[src/hw/rtl/dcrs_pkg.sv]
`timescale 1ns / 1ps
// ----------------------------------------------------------------------------
// dcrs_pkg: shared types and constants for the direct command retry sender
// Word formats, command/echo/result codes and the frame byte selector.
// ----------------------------------------------------------------------------
package dcrs_pkg;

    // Input word.
    typedef struct packed {
        logic [1:0] command;
        logic [7:0] cmd_one;
        logic [7:0] cmd_two;
        logic [1:0] echo_code;
    } t_in_word;

    // Result word.
    typedef struct packed {
        logic [2:0] kind;
        logic [7:0] frame_byte;
        logic       last;
        logic [7:0] sent_cmd_one;
        logic [7:0] recv_cmd_one;
        logic [7:0] recv_cmd_two;
        logic       device_disabled;
    } t_out_word;

    // One job handed from the command logic to the emitter.
    // Frame: b1/b2 are the command bytes. Ack report: b1 sent, b2/b3 received.
    typedef struct packed {
        logic [2:0] kind;
        logic [7:0] b1;
        logic [7:0] b2;
        logic [7:0] b3;
        logic       disabled;
    } t_job;

    // Command codes
    localparam logic [1:0] CMD_SEND = 2'd0;
    localparam logic [1:0] CMD_ECHO = 2'd1;
    localparam logic [1:0] CMD_ACK  = 2'd2;
    localparam logic [1:0] CMD_TICK = 2'd3;

    // Echo codes
    localparam logic [1:0] ECHO_ACK = 2'd0;

    // Result kinds
    localparam logic [2:0] KIND_FRAME   = 3'd0;
    localparam logic [2:0] KIND_ACK     = 3'd1;
    localparam logic [2:0] KIND_WAIT    = 3'd2;
    localparam logic [2:0] KIND_ECHOERR = 3'd3;
    localparam logic [2:0] KIND_BUSY    = 3'd4;
    localparam logic [2:0] KIND_GAVEUP  = 3'd5;

    // Register indexes
    localparam logic [1:0] REG_ADDR = 2'd0;
    localparam logic [1:0] REG_HOPS = 2'd1;
    localparam logic [1:0] REG_WAIT = 2'd2;

    localparam logic [7:0]  FRAME_START  = 8'h62;
    localparam logic [15:0] DEFAULT_WAIT = 16'd4583;
    localparam logic [1:0]  ACK_LIMIT    = 2'd3;
    localparam logic [2:0]  FRAME_LAST   = 3'd6;

    // Byte idx of the standard frame.
    function automatic logic [7:0] frame_byte(
        input logic [2:0]  idx,
        input logic [23:0] addr,
        input logic [1:0]  hops_cfg,
        input logic [7:0]  first,
        input logic [7:0]  second
    );
        logic [1:0] hops;
        logic [7:0] b;
        hops = (hops_cfg == 2'd0) ? 2'd3 : hops_cfg;
        case (idx)
            3'd0: b = FRAME_START;
            3'd1: b = addr[23:16];
            3'd2: b = addr[15:8];
            3'd3: b = addr[7:0];
            3'd4: b = {4'd0, hops, hops};
            3'd5: b = first;
            3'd6: b = second;
            default: b = 8'd0;
        endcase
        return b;
    endfunction

endpackage

[src/hw/rtl/direct_command_retry_sender.sv]
`timescale 1ns / 1ps
// ----------------------------------------------------------------------------
// direct_command_retry_sender: direct command sender with ack retries
// Sends one command frame at a time, tracks echo/ack and retries on timeout.
// ----------------------------------------------------------------------------
// Usage
//   Input channel (i_in_valid / o_in_stall / i_in_word) carries event words:
//   send request, modem echo status, acknowledgement received, timer tick.
//   Output channel (o_out_valid / i_out_stall / o_out_word) carries result
//   words: frame bytes, ack report, waiting, echo failed, busy, gave up.
//   The last word caused by one input word has last set.
//   Config port: i_cfg_we with i_cfg_idx (0 address, 1 hops, 2 wait ticks)
//   and i_cfg_data; write only while idle.
// Timing
//   State updates in the cycle the input word is accepted; the job lands in
//   a one-entry job register, then moves into the emitter, where the first
//   result word shows. A frame is seven bytes, one byte per cycle while the
//   output is not stalled; any other result is a single word, and an input
//   that causes no result only updates state. Throughput is set by the
//   emitter; the job register takes the next word while the emitter is busy.
// Reset / stall
//   Synchronous active-low reset clears pending state, timer, retry limit,
//   disabled flag and loads register defaults (wait 4583 ticks).
//   An output stall holds the current word; input keeps flowing until the
//   job register is full, then o_in_stall rises.
// ----------------------------------------------------------------------------
module direct_command_retry_sender (
    input  logic                i_clk,
    input  logic                i_rst_n,
    // config port
    input  logic                i_cfg_we,
    input  logic [1:0]          i_cfg_idx,
    input  logic [23:0]         i_cfg_data,
    // input channel
    input  logic                i_in_valid,
    output logic                o_in_stall,
    input  dcrs_pkg::t_in_word  i_in_word,
    // output channel
    output logic                o_out_valid,
    input  logic                i_out_stall,
    output dcrs_pkg::t_out_word o_out_word
);

    // config registers
    logic [23:0] r_addr;
    logic [1:0]  r_hops;
    logic [15:0] r_wait_ticks;

    // command state
    logic        r_pending_valid, n_pending_valid;
    logic [7:0]  r_pending_first, n_pending_first;
    logic [7:0]  r_pending_second, n_pending_second;
    logic [2:0]  r_retry_count, n_retry_count;
    logic [1:0]  r_retry_limit, n_retry_limit;
    logic [15:0] r_wait_timer, n_wait_timer;
    logic        r_timer_running, n_timer_running;
    logic        r_disabled_flag, n_disabled_flag;

    // job slot between command logic and emitter
    logic           r_job_valid;
    dcrs_pkg::t_job r_job;
    dcrs_pkg::t_job n_job;
    logic           n_job_gen;
    logic           job_take;
    logic           in_acc;
    logic [2:0]     retry_next;

    assign o_in_stall = r_job_valid && !job_take;
    assign in_acc     = i_in_valid && !o_in_stall;
    assign retry_next = r_retry_count + 3'd1;

    // config writes
    always_ff @(posedge i_clk) begin
        if (!i_rst_n) begin
            r_addr       <= 24'd0;
            r_hops       <= 2'd0;
            r_wait_ticks <= dcrs_pkg::DEFAULT_WAIT;
        end else if (i_cfg_we) begin
            case (i_cfg_idx)
                dcrs_pkg::REG_ADDR: r_addr       <= i_cfg_data;
                dcrs_pkg::REG_HOPS: r_hops       <= i_cfg_data[1:0];
                dcrs_pkg::REG_WAIT: r_wait_ticks <= i_cfg_data[15:0];
                default: ;
            endcase
        end
    end

    // per-event state update and job build
    always_comb begin
        n_pending_valid  = r_pending_valid;
        n_pending_first  = r_pending_first;
        n_pending_second = r_pending_second;
        n_retry_count    = r_retry_count;
        n_retry_limit    = r_retry_limit;
        n_wait_timer     = r_wait_timer;
        n_timer_running  = r_timer_running;
        n_disabled_flag  = r_disabled_flag;
        n_job_gen        = 1'b0;
        n_job            = '0;

        case (i_in_word.command)
            dcrs_pkg::CMD_SEND: begin
                n_job_gen = 1'b1;
                if (r_pending_valid) begin
                    n_job.kind = dcrs_pkg::KIND_BUSY;
                end else begin
                    n_pending_valid  = 1'b1;
                    n_pending_first  = i_in_word.cmd_one;
                    n_pending_second = i_in_word.cmd_two;
                    n_retry_count    = 3'd0;
                    n_job.kind       = dcrs_pkg::KIND_FRAME;
                    n_job.b1         = i_in_word.cmd_one;
                    n_job.b2         = i_in_word.cmd_two;
                end
            end
            dcrs_pkg::CMD_ECHO: begin
                if (r_pending_valid) begin
                    n_job_gen = 1'b1;
                    if (i_in_word.echo_code == dcrs_pkg::ECHO_ACK) begin
                        // zero ticks acts as one
                        n_wait_timer    = (r_wait_ticks == 16'd0) ? 16'd1 : r_wait_ticks;
                        n_timer_running = 1'b1;
                        n_job.kind      = dcrs_pkg::KIND_WAIT;
                    end else begin
                        n_pending_valid = 1'b0;
                        n_timer_running = 1'b0;
                        n_wait_timer    = 16'd0;
                        n_job.kind      = dcrs_pkg::KIND_ECHOERR;
                    end
                end
            end
            dcrs_pkg::CMD_ACK: begin
                if (r_pending_valid) begin
                    n_job_gen       = 1'b1;
                    n_retry_limit   = dcrs_pkg::ACK_LIMIT;
                    n_pending_valid = 1'b0;
                    n_timer_running = 1'b0;
                    n_wait_timer    = 16'd0;
                    n_job.kind      = dcrs_pkg::KIND_ACK;
                    n_job.b1        = r_pending_first;
                    n_job.b2        = i_in_word.cmd_one;
                    n_job.b3        = i_in_word.cmd_two;
                end
            end
            dcrs_pkg::CMD_TICK: begin
                if (r_timer_running) begin
                    if (r_wait_timer > 16'd1) begin
                        n_wait_timer = r_wait_timer - 16'd1;
                    end else begin
                        // expiry: resend or give up
                        n_timer_running = 1'b0;
                        n_wait_timer    = 16'd0;
                        if (r_pending_valid) begin
                            n_job_gen     = 1'b1;
                            n_retry_count = retry_next;
                            if (retry_next <= {1'b0, r_retry_limit}) begin
                                n_job.kind = dcrs_pkg::KIND_FRAME;
                                n_job.b1   = r_pending_first;
                                n_job.b2   = r_pending_second;
                            end else begin
                                n_retry_limit   = (r_retry_limit > 2'd1) ?
                                                  (r_retry_limit - 2'd1) : 2'd0;
                                n_disabled_flag = 1'b1;
                                n_pending_valid = 1'b0;
                                n_job.kind      = dcrs_pkg::KIND_GAVEUP;
                            end
                        end
                    end
                end
            end
            default: ;
        endcase
        // flag as it stands after this event
        n_job.disabled = n_disabled_flag;
    end

    always_ff @(posedge i_clk) begin
        if (!i_rst_n) begin
            r_pending_valid <= 1'b0;
            r_retry_count   <= 3'd0;
            r_retry_limit   <= 2'd0;
            r_wait_timer    <= 16'd0;
            r_timer_running <= 1'b0;
            r_disabled_flag <= 1'b0;
            r_job_valid     <= 1'b0;
        end else begin
            if (in_acc) begin
                r_pending_valid <= n_pending_valid;
                r_retry_count   <= n_retry_count;
                r_retry_limit   <= n_retry_limit;
                r_wait_timer    <= n_wait_timer;
                r_timer_running <= n_timer_running;
                r_disabled_flag <= n_disabled_flag;
            end
            if (in_acc && n_job_gen) begin
                r_job_valid <= 1'b1;
            end else if (job_take) begin
                r_job_valid <= 1'b0;
            end
        end
    end

    // payload, no reset
    always_ff @(posedge i_clk) begin
        if (in_acc) begin
            r_pending_first  <= n_pending_first;
            r_pending_second <= n_pending_second;
        end
        if (in_acc && n_job_gen) begin
            r_job <= n_job;
        end
    end

    dcrs_emit u_emit (
        .i_clk       (i_clk),
        .i_rst_n     (i_rst_n),
        .i_job_valid (r_job_valid),
        .i_job       (r_job),
        .o_job_take  (job_take),
        .i_addr      (r_addr),
        .i_hops      (r_hops),
        .o_out_valid (o_out_valid),
        .i_out_stall (i_out_stall),
        .o_out_word  (o_out_word)
    );

    // Timer only runs for a pending command.
    a_timer_pending: assert property (@(posedge i_clk) disable iff (!i_rst_n)
        r_timer_running |-> r_pending_valid)
        else $error("timer running with nothing pending");

    // A running timer never sits at zero.
    a_timer_nonzero: assert property (@(posedge i_clk) disable iff (!i_rst_n)
        r_timer_running |-> (r_wait_timer != 16'd0))
        else $error("running timer at zero");

    // Disabled flag is sticky.
    a_disabled_sticky: assert property (@(posedge i_clk) disable iff (!i_rst_n)
        r_disabled_flag |=> r_disabled_flag)
        else $error("disabled flag cleared");

    // Retries stop one past the highest limit.
    a_retry_bound: assert property (@(posedge i_clk) disable iff (!i_rst_n)
        r_retry_count <= 3'd4)
        else $error("retry count out of range");

endmodule

[src/hw/rtl/dcrs_emit.sv]
`timescale 1ns / 1ps
// ----------------------------------------------------------------------------
// dcrs_emit: result word emitter
// Holds one job and plays it out: seven frame bytes or a single report word.
// ----------------------------------------------------------------------------
module dcrs_emit (
    input  logic               i_clk,
    input  logic               i_rst_n,
    input  logic               i_job_valid,
    input  dcrs_pkg::t_job     i_job,
    output logic               o_job_take,
    input  logic [23:0]        i_addr,
    input  logic [1:0]         i_hops,
    output logic               o_out_valid,
    input  logic               i_out_stall,
    output dcrs_pkg::t_out_word o_out_word
);

    logic           r_valid;
    dcrs_pkg::t_job r_job;
    logic [2:0]     r_idx;

    logic is_frame;
    logic is_last;
    logic done;
    logic beat;

    assign is_frame   = (r_job.kind == dcrs_pkg::KIND_FRAME);
    assign is_last    = !is_frame || (r_idx == dcrs_pkg::FRAME_LAST);
    assign beat       = r_valid && !i_out_stall;
    assign done       = beat && is_last;
    assign o_job_take = i_job_valid && (!r_valid || done);

    always_ff @(posedge i_clk) begin
        if (!i_rst_n) begin
            r_valid <= 1'b0;
            r_idx   <= 3'd0;
        end else if (o_job_take) begin
            r_valid <= 1'b1;
            r_idx   <= 3'd0;
        end else if (done) begin
            r_valid <= 1'b0;
            r_idx   <= 3'd0;
        end else if (beat) begin
            r_idx   <= r_idx + 3'd1;
        end
    end

    always_ff @(posedge i_clk) begin
        if (o_job_take) begin
            r_job <= i_job;
        end
    end

    assign o_out_valid = r_valid;

    always_comb begin
        o_out_word                 = '0;
        o_out_word.kind            = r_job.kind;
        o_out_word.last            = is_last;
        o_out_word.device_disabled = r_job.disabled;
        if (is_frame) begin
            o_out_word.frame_byte = dcrs_pkg::frame_byte(r_idx, i_addr, i_hops,
                                                         r_job.b1, r_job.b2);
        end
        if (r_job.kind == dcrs_pkg::KIND_ACK) begin
            o_out_word.sent_cmd_one = r_job.b1;
            o_out_word.recv_cmd_one = r_job.b2;
            o_out_word.recv_cmd_two = r_job.b3;
        end
    end

    // Byte index never runs past the frame end.
    a_idx_range: assert property (@(posedge i_clk) disable iff (!i_rst_n)
        r_valid |-> (r_idx <= dcrs_pkg::FRAME_LAST))
        else $error("emitter index past frame end");

    // A single-word job is never part way through.
    a_single_idx: assert property (@(posedge i_clk) disable iff (!i_rst_n)
        (r_valid && !is_frame) |-> (r_idx == 3'd0))
        else $error("single result with nonzero index");

endmodule
[config.mk]
export PLATFORM = sky130hd
export DESIGN_NAME = direct_command_retry_sender
export DESIGN_NICKNAME = d
export VERILOG_FILES = /design/src/hw/rtl/dcrs_pkg.sv /design/src/hw/rtl/direct_command_retry_sender.sv /design/src/hw/rtl/dcrs_emit.sv
export SDC_FILE = /design/constraint.sdc
export NUM_CORES = 1
export LEC_CHECK = 0
export BUFFER_PORTS_ARGS = -buffer_cell sky130_fd_sc_hd__buf_2
export CAP_MARGIN = 20
export CORE_UTILIZATION = 58
export CTS_CLUSTER_SIZE = 16
export DETAILED_ROUTE_END_ITERATION = 8
export HOLD_SLACK_MARGIN = 0.05
export PLACE_DENSITY = 0.83
export SYNTH_ARGS = -nofsm -noshare
export SYNTH_HDL_FRONTEND = slang
export SYNTH_HIERARCHICAL = 1
export SYNTH_SLANG_ARGS = --single-unit
[constraint.sdc]
create_clock -name i_clk -period 4.53 [get_ports i_clk]
set_input_delay 0.453 -clock i_clk [delete_from_list [all_inputs] [get_ports i_clk]]
set_output_delay 0.453 -clock i_clk [all_outputs]
set_load 0.01 [all_outputs]
==> results.sh <==
export IMPL_whs_path_depth=1
export IMPL_finalHoldViolCount=0
export IMPL_worstReg2RegEnd="r_wait_timer[9]"
export IMPL_ant_nets=0
export IMPL_die_area_um2=12200
export IMPL_ctsHoldBuffers=0
export IMPL_crit_arrival_ns=3.90
export IMPL_htreeDepth=4
export IMPL_antenna_found_initial=2
export IMPL_crit_fanout=14
export IMPL_clockBufferDepth=2
export IMPL_viasPerCell=6.17
export IMPL_port_buffers=89
export IMPL_startpoint_type="flop"
export IMPL_skew_ns=0.00795
export IMPL_fin_cells=918
export IMPL_endpoint_kind="flop"
export IMPL_required_ns=4.88
export IMPL_min_from="i_in_word[9]"
export IMPL_path_clk_slew_ns=0.06
export IMPL_diodes=0
export IMPL_slew_violations=0
export IMPL_cts_repair_resized=0
export IMPL_grt_total_usage=0.280
export IMPL_min_period_ns=3.55
export IMPL_dp_cells=886
export IMPL_fmax_mhz=282
export IMPL_ios=90
export IMPL_pwr_share_comb=0.072
export IMPL_setup_tns_ns=0
export IMPL_synth_avg_cell_area_um2=9.83
export IMPL_slew_headroom=0.349
export IMPL_outcome="finished, final reports clean"
export IMPL_async_flop_share=0
export IMPL_syn_nets=761
export IMPL_fp_row_count=39
export IMPL_synth_distinct_cells=67
export IMPL_slowest_delay_ns=0.75
export IMPL_first_iter_violations=564
export IMPL_crit_slowest_cell="nor2_1"
export IMPL_vdd_ir_drop_max_v=0.000307
export IMPL_yosys_area_top_type="edfxtp_1"
export IMPL_syn_inst=694
export IMPL_postCtsSetupBuffers=0
export IMPL_timing_final_crit_share=0.783
export IMPL_finalInstanceArea_um2=7910
export IMPL_clockRootBuffer="clkbuf_16"
export IMPL_place_congestion=0.941
export IMPL_synth_edf_count=72
export IMPL_syn2layout_area_growth_pct=15.9
export IMPL_rsz0062_at_grt="no"
export IMPL_fp_dieW_um=110
export IMPL_cp_common_cell="nand2_1"
export IMPL_switching_power_mw=0.705
export IMPL_cts_sinks=143
export IMPL_synth_seq_cells=143
export IMPL_totalWireLength_um=16600
export IMPL_synthFlopType="edfxtp_1"
export IMPL_seqPwrFrac=0.460
export IMPL_start_util=0.598
export IMPL_powerDensity_nw_per_um2=392
export IMPL_drive_above_1_share=0.206
export IMPL_syn_area_um2=6820
export IMPL_cp_buffers_inverters=1
export IMPL_fp_dieH_um=110
export IMPL_hpwl_um=11600
export IMPL_hp_class="input pin to flop"
export IMPL_grt_pass1_wl_um=26700
export IMPL_grt_max_degree=47
export IMPL_coreArea_um2=11400
export IMPL_timing_rr_start="u_emit/r_idx[0]"
export IMPL_critPathKind="flop to flop"
export IMPL_switching_share=0.227
export IMPL_dpl_cell_area_um2=7290
export IMPL_synth_seq_area_share=0.525
export IMPL_cts_tree="yes"
export IMPL_grt_overflow=0
export IMPL_grt_pass1_vias=5118
export IMPL_path_cells="inv_1 > ha_1 > nand2_1 > and2_4 > o21ai_0 > and2_1 > nand2b_1 > nand3_1 > nor2_1 > nand2_1 > o22ai_1"
export IMPL_routed_via_count=5660
export IMPL_wire_per_inst_um=18.1
export IMPL_reg2reg_depth=11
export IMPL_r2r_setup_slack_ns=0.98
export IMPL_maxCapViolCount=0
export IMPL_power_internal_mw=2.40
export IMPL_clk_latency_ns=0.43
export IMPL_firstDrtPassIters=6
export IMPL_worstHoldEndpoint="r_pending_second[7]"
export IMPL_fin_total_pwr_mw=3.10
export IMPL_cts_buffers=17
export IMPL_yosysWarnings=6
export IMPL_drc=0
export IMPL_clock_power_share=0.467
export IMPL_ys_top_cells_by_area="edfxtp_1 (32%), dfxtp_1 (21%), a21oi_1 (6.7%)"
export IMPL_path_delay_family="simple AND/OR/NAND/NOR gates"
export IMPL_p_leak_nw=2.97
export IMPL_fin_nets=829
export IMPL_worst_pin_slew_ns=0.977
export IMPL_setup_viol=0
export IMPL_synth_top_cell_area_share=0.317
[power groups by stage]
| stage | clock network (mW) | registers, mW | logic [mW] |
|---|---|---|---|
| after global routing | 1.51 | 1.43 | 0.244 |
| after CTS | 1.46 | 1.43 | 0.221 |
| after global placement | 0 | 1.45 | 0.213 |
| after detailed placement | 0 | 1.45 | 0.219 |
| final | 1.45 | 1.43 | 0.225 |
| after floorplan | 0 | 1.44 | 0.145 |
[cell usage after synthesis, drive strengths merged, types with 2 or more instances]
master   number
mux2          5
nor2b         6
a22oi        15
buf          15
a222oi        4
or4           2
o31ai         4
o31a          2
mux2i         3
nor3b         3
a22o          2
a41oi         2
o21ai        17
nor4         14
a32oi         4
o2111ai       3
nand3        26
nor3          6
clkbuf       33
o211ai        5
a21oi        92
nand4         6
o21a          5
nand3b        3
a211oi        9
nand2b        8
dfxtp        71
nand2       117
ha           16
and3         15
a2111oi       2
a21o          3
o22ai         5
a2bb2oi       2
inv          15
a31oi         9
a21boi        2
nand4b        2
or3b          2
or3           6
and2         32
edfxtp       72
nor2         20
[layer usage]
metal / up-vias / global-route usage / share of wire
met4: 0 / 0.100 / 0.020
li1: 2676 / - / -
met5: - / 0 / 0
met3: 27 / 0.0735 / 0.074
met1: 2675 / 0.384 / 0.45
met2: 282 / 0.427 / 0.46
[per-stage QoR]
stage / hold WS, ns / setup WS, ns / utilization
floorplan: 0.400 / 0.552 / -
global placement: 0.400 / 1.37 / 0.638
detailed placement: 0.405 / 1.17 / 0.638
CTS: 0.223 / 1.08 / 0.693
global route: 0.228 / 0.609 / 0.693
finish: 0.231 / 0.982 / 0.693
[logic make-up (layout without fill, tap and decap cells)]
group	Yosys count	after routing	share of synthesized area
buffers and inverters	63	144	0.0425
muxes	8	8	0.0127
AOI/OAI and AO/OA	191	191	0.181
and+or+nand+nor	272	272	0.208
DFF	143	143	0.525
adders and majority gates	16	16	0.0293
xor gates and xnor gates	1	1	0.00128
[how the worst max path moves through the flow]
stage / endpoint / slack (ns) / cells past startpoint / start
floorplan: r_job[0] / 0.55 / 9 / u_emit/r_idx[0]
global placement: r_wait_timer[15] / 1.37 / 11 / u_emit/r_idx[0]
detailed placement: r_wait_timer[9] / 1.17 / 11 / u_emit/r_idx[0]
CTS: r_wait_timer[9] / 1.08 / 11 / u_emit/r_idx[0]
global route: r_wait_timer[9] / 0.61 / 11 / u_emit/r_idx[0]
finish: r_wait_timer[9] / 0.98 / 11 / u_emit/r_idx[0]
[placed cells by master, fill, tap and decap left out, types with 6 or more instances in the layout]
master,instances
nand2_1,115
a21oi_1,91
buf_2,89
edfxtp_1,72
dfxtp_1,71
and2_1,31
nand3_1,25
nor2_1,20
o21ai_0,17
clkbuf_16,17
ha_1,16
and3_1,15
a22oi_1,15
inv_1,13
nor4_1,11
a31oi_1,9
a211oi_2,8
buf_4,8
nand2b_1,7
nand4_1,6
nor2b_1,6
or3_1,6
[registers in the layout, indices dropped and copies added, names as in the netlist, 4 cells and up]
signal             cells
r_job                 28
r_addr                24
u_emit/r_job          24
r_wait_ticks          16
r_wait_timer          16
r_pending_first        8
r_pending_second       8
u_emit/o_out_word      4
[final cells by class]
cell class                      count  area (um2)
Inverter                           15        56.3
Clock inverter                     14         190
Clock buffer                       18         429
Timing Repair Buffer               97         505
Tap cell                          143         179
Fill cell                         842        3510
Multi-Input combinational cell    488        2970
Sequential cell                   143        3580
(Power assumes the default switching activity.)
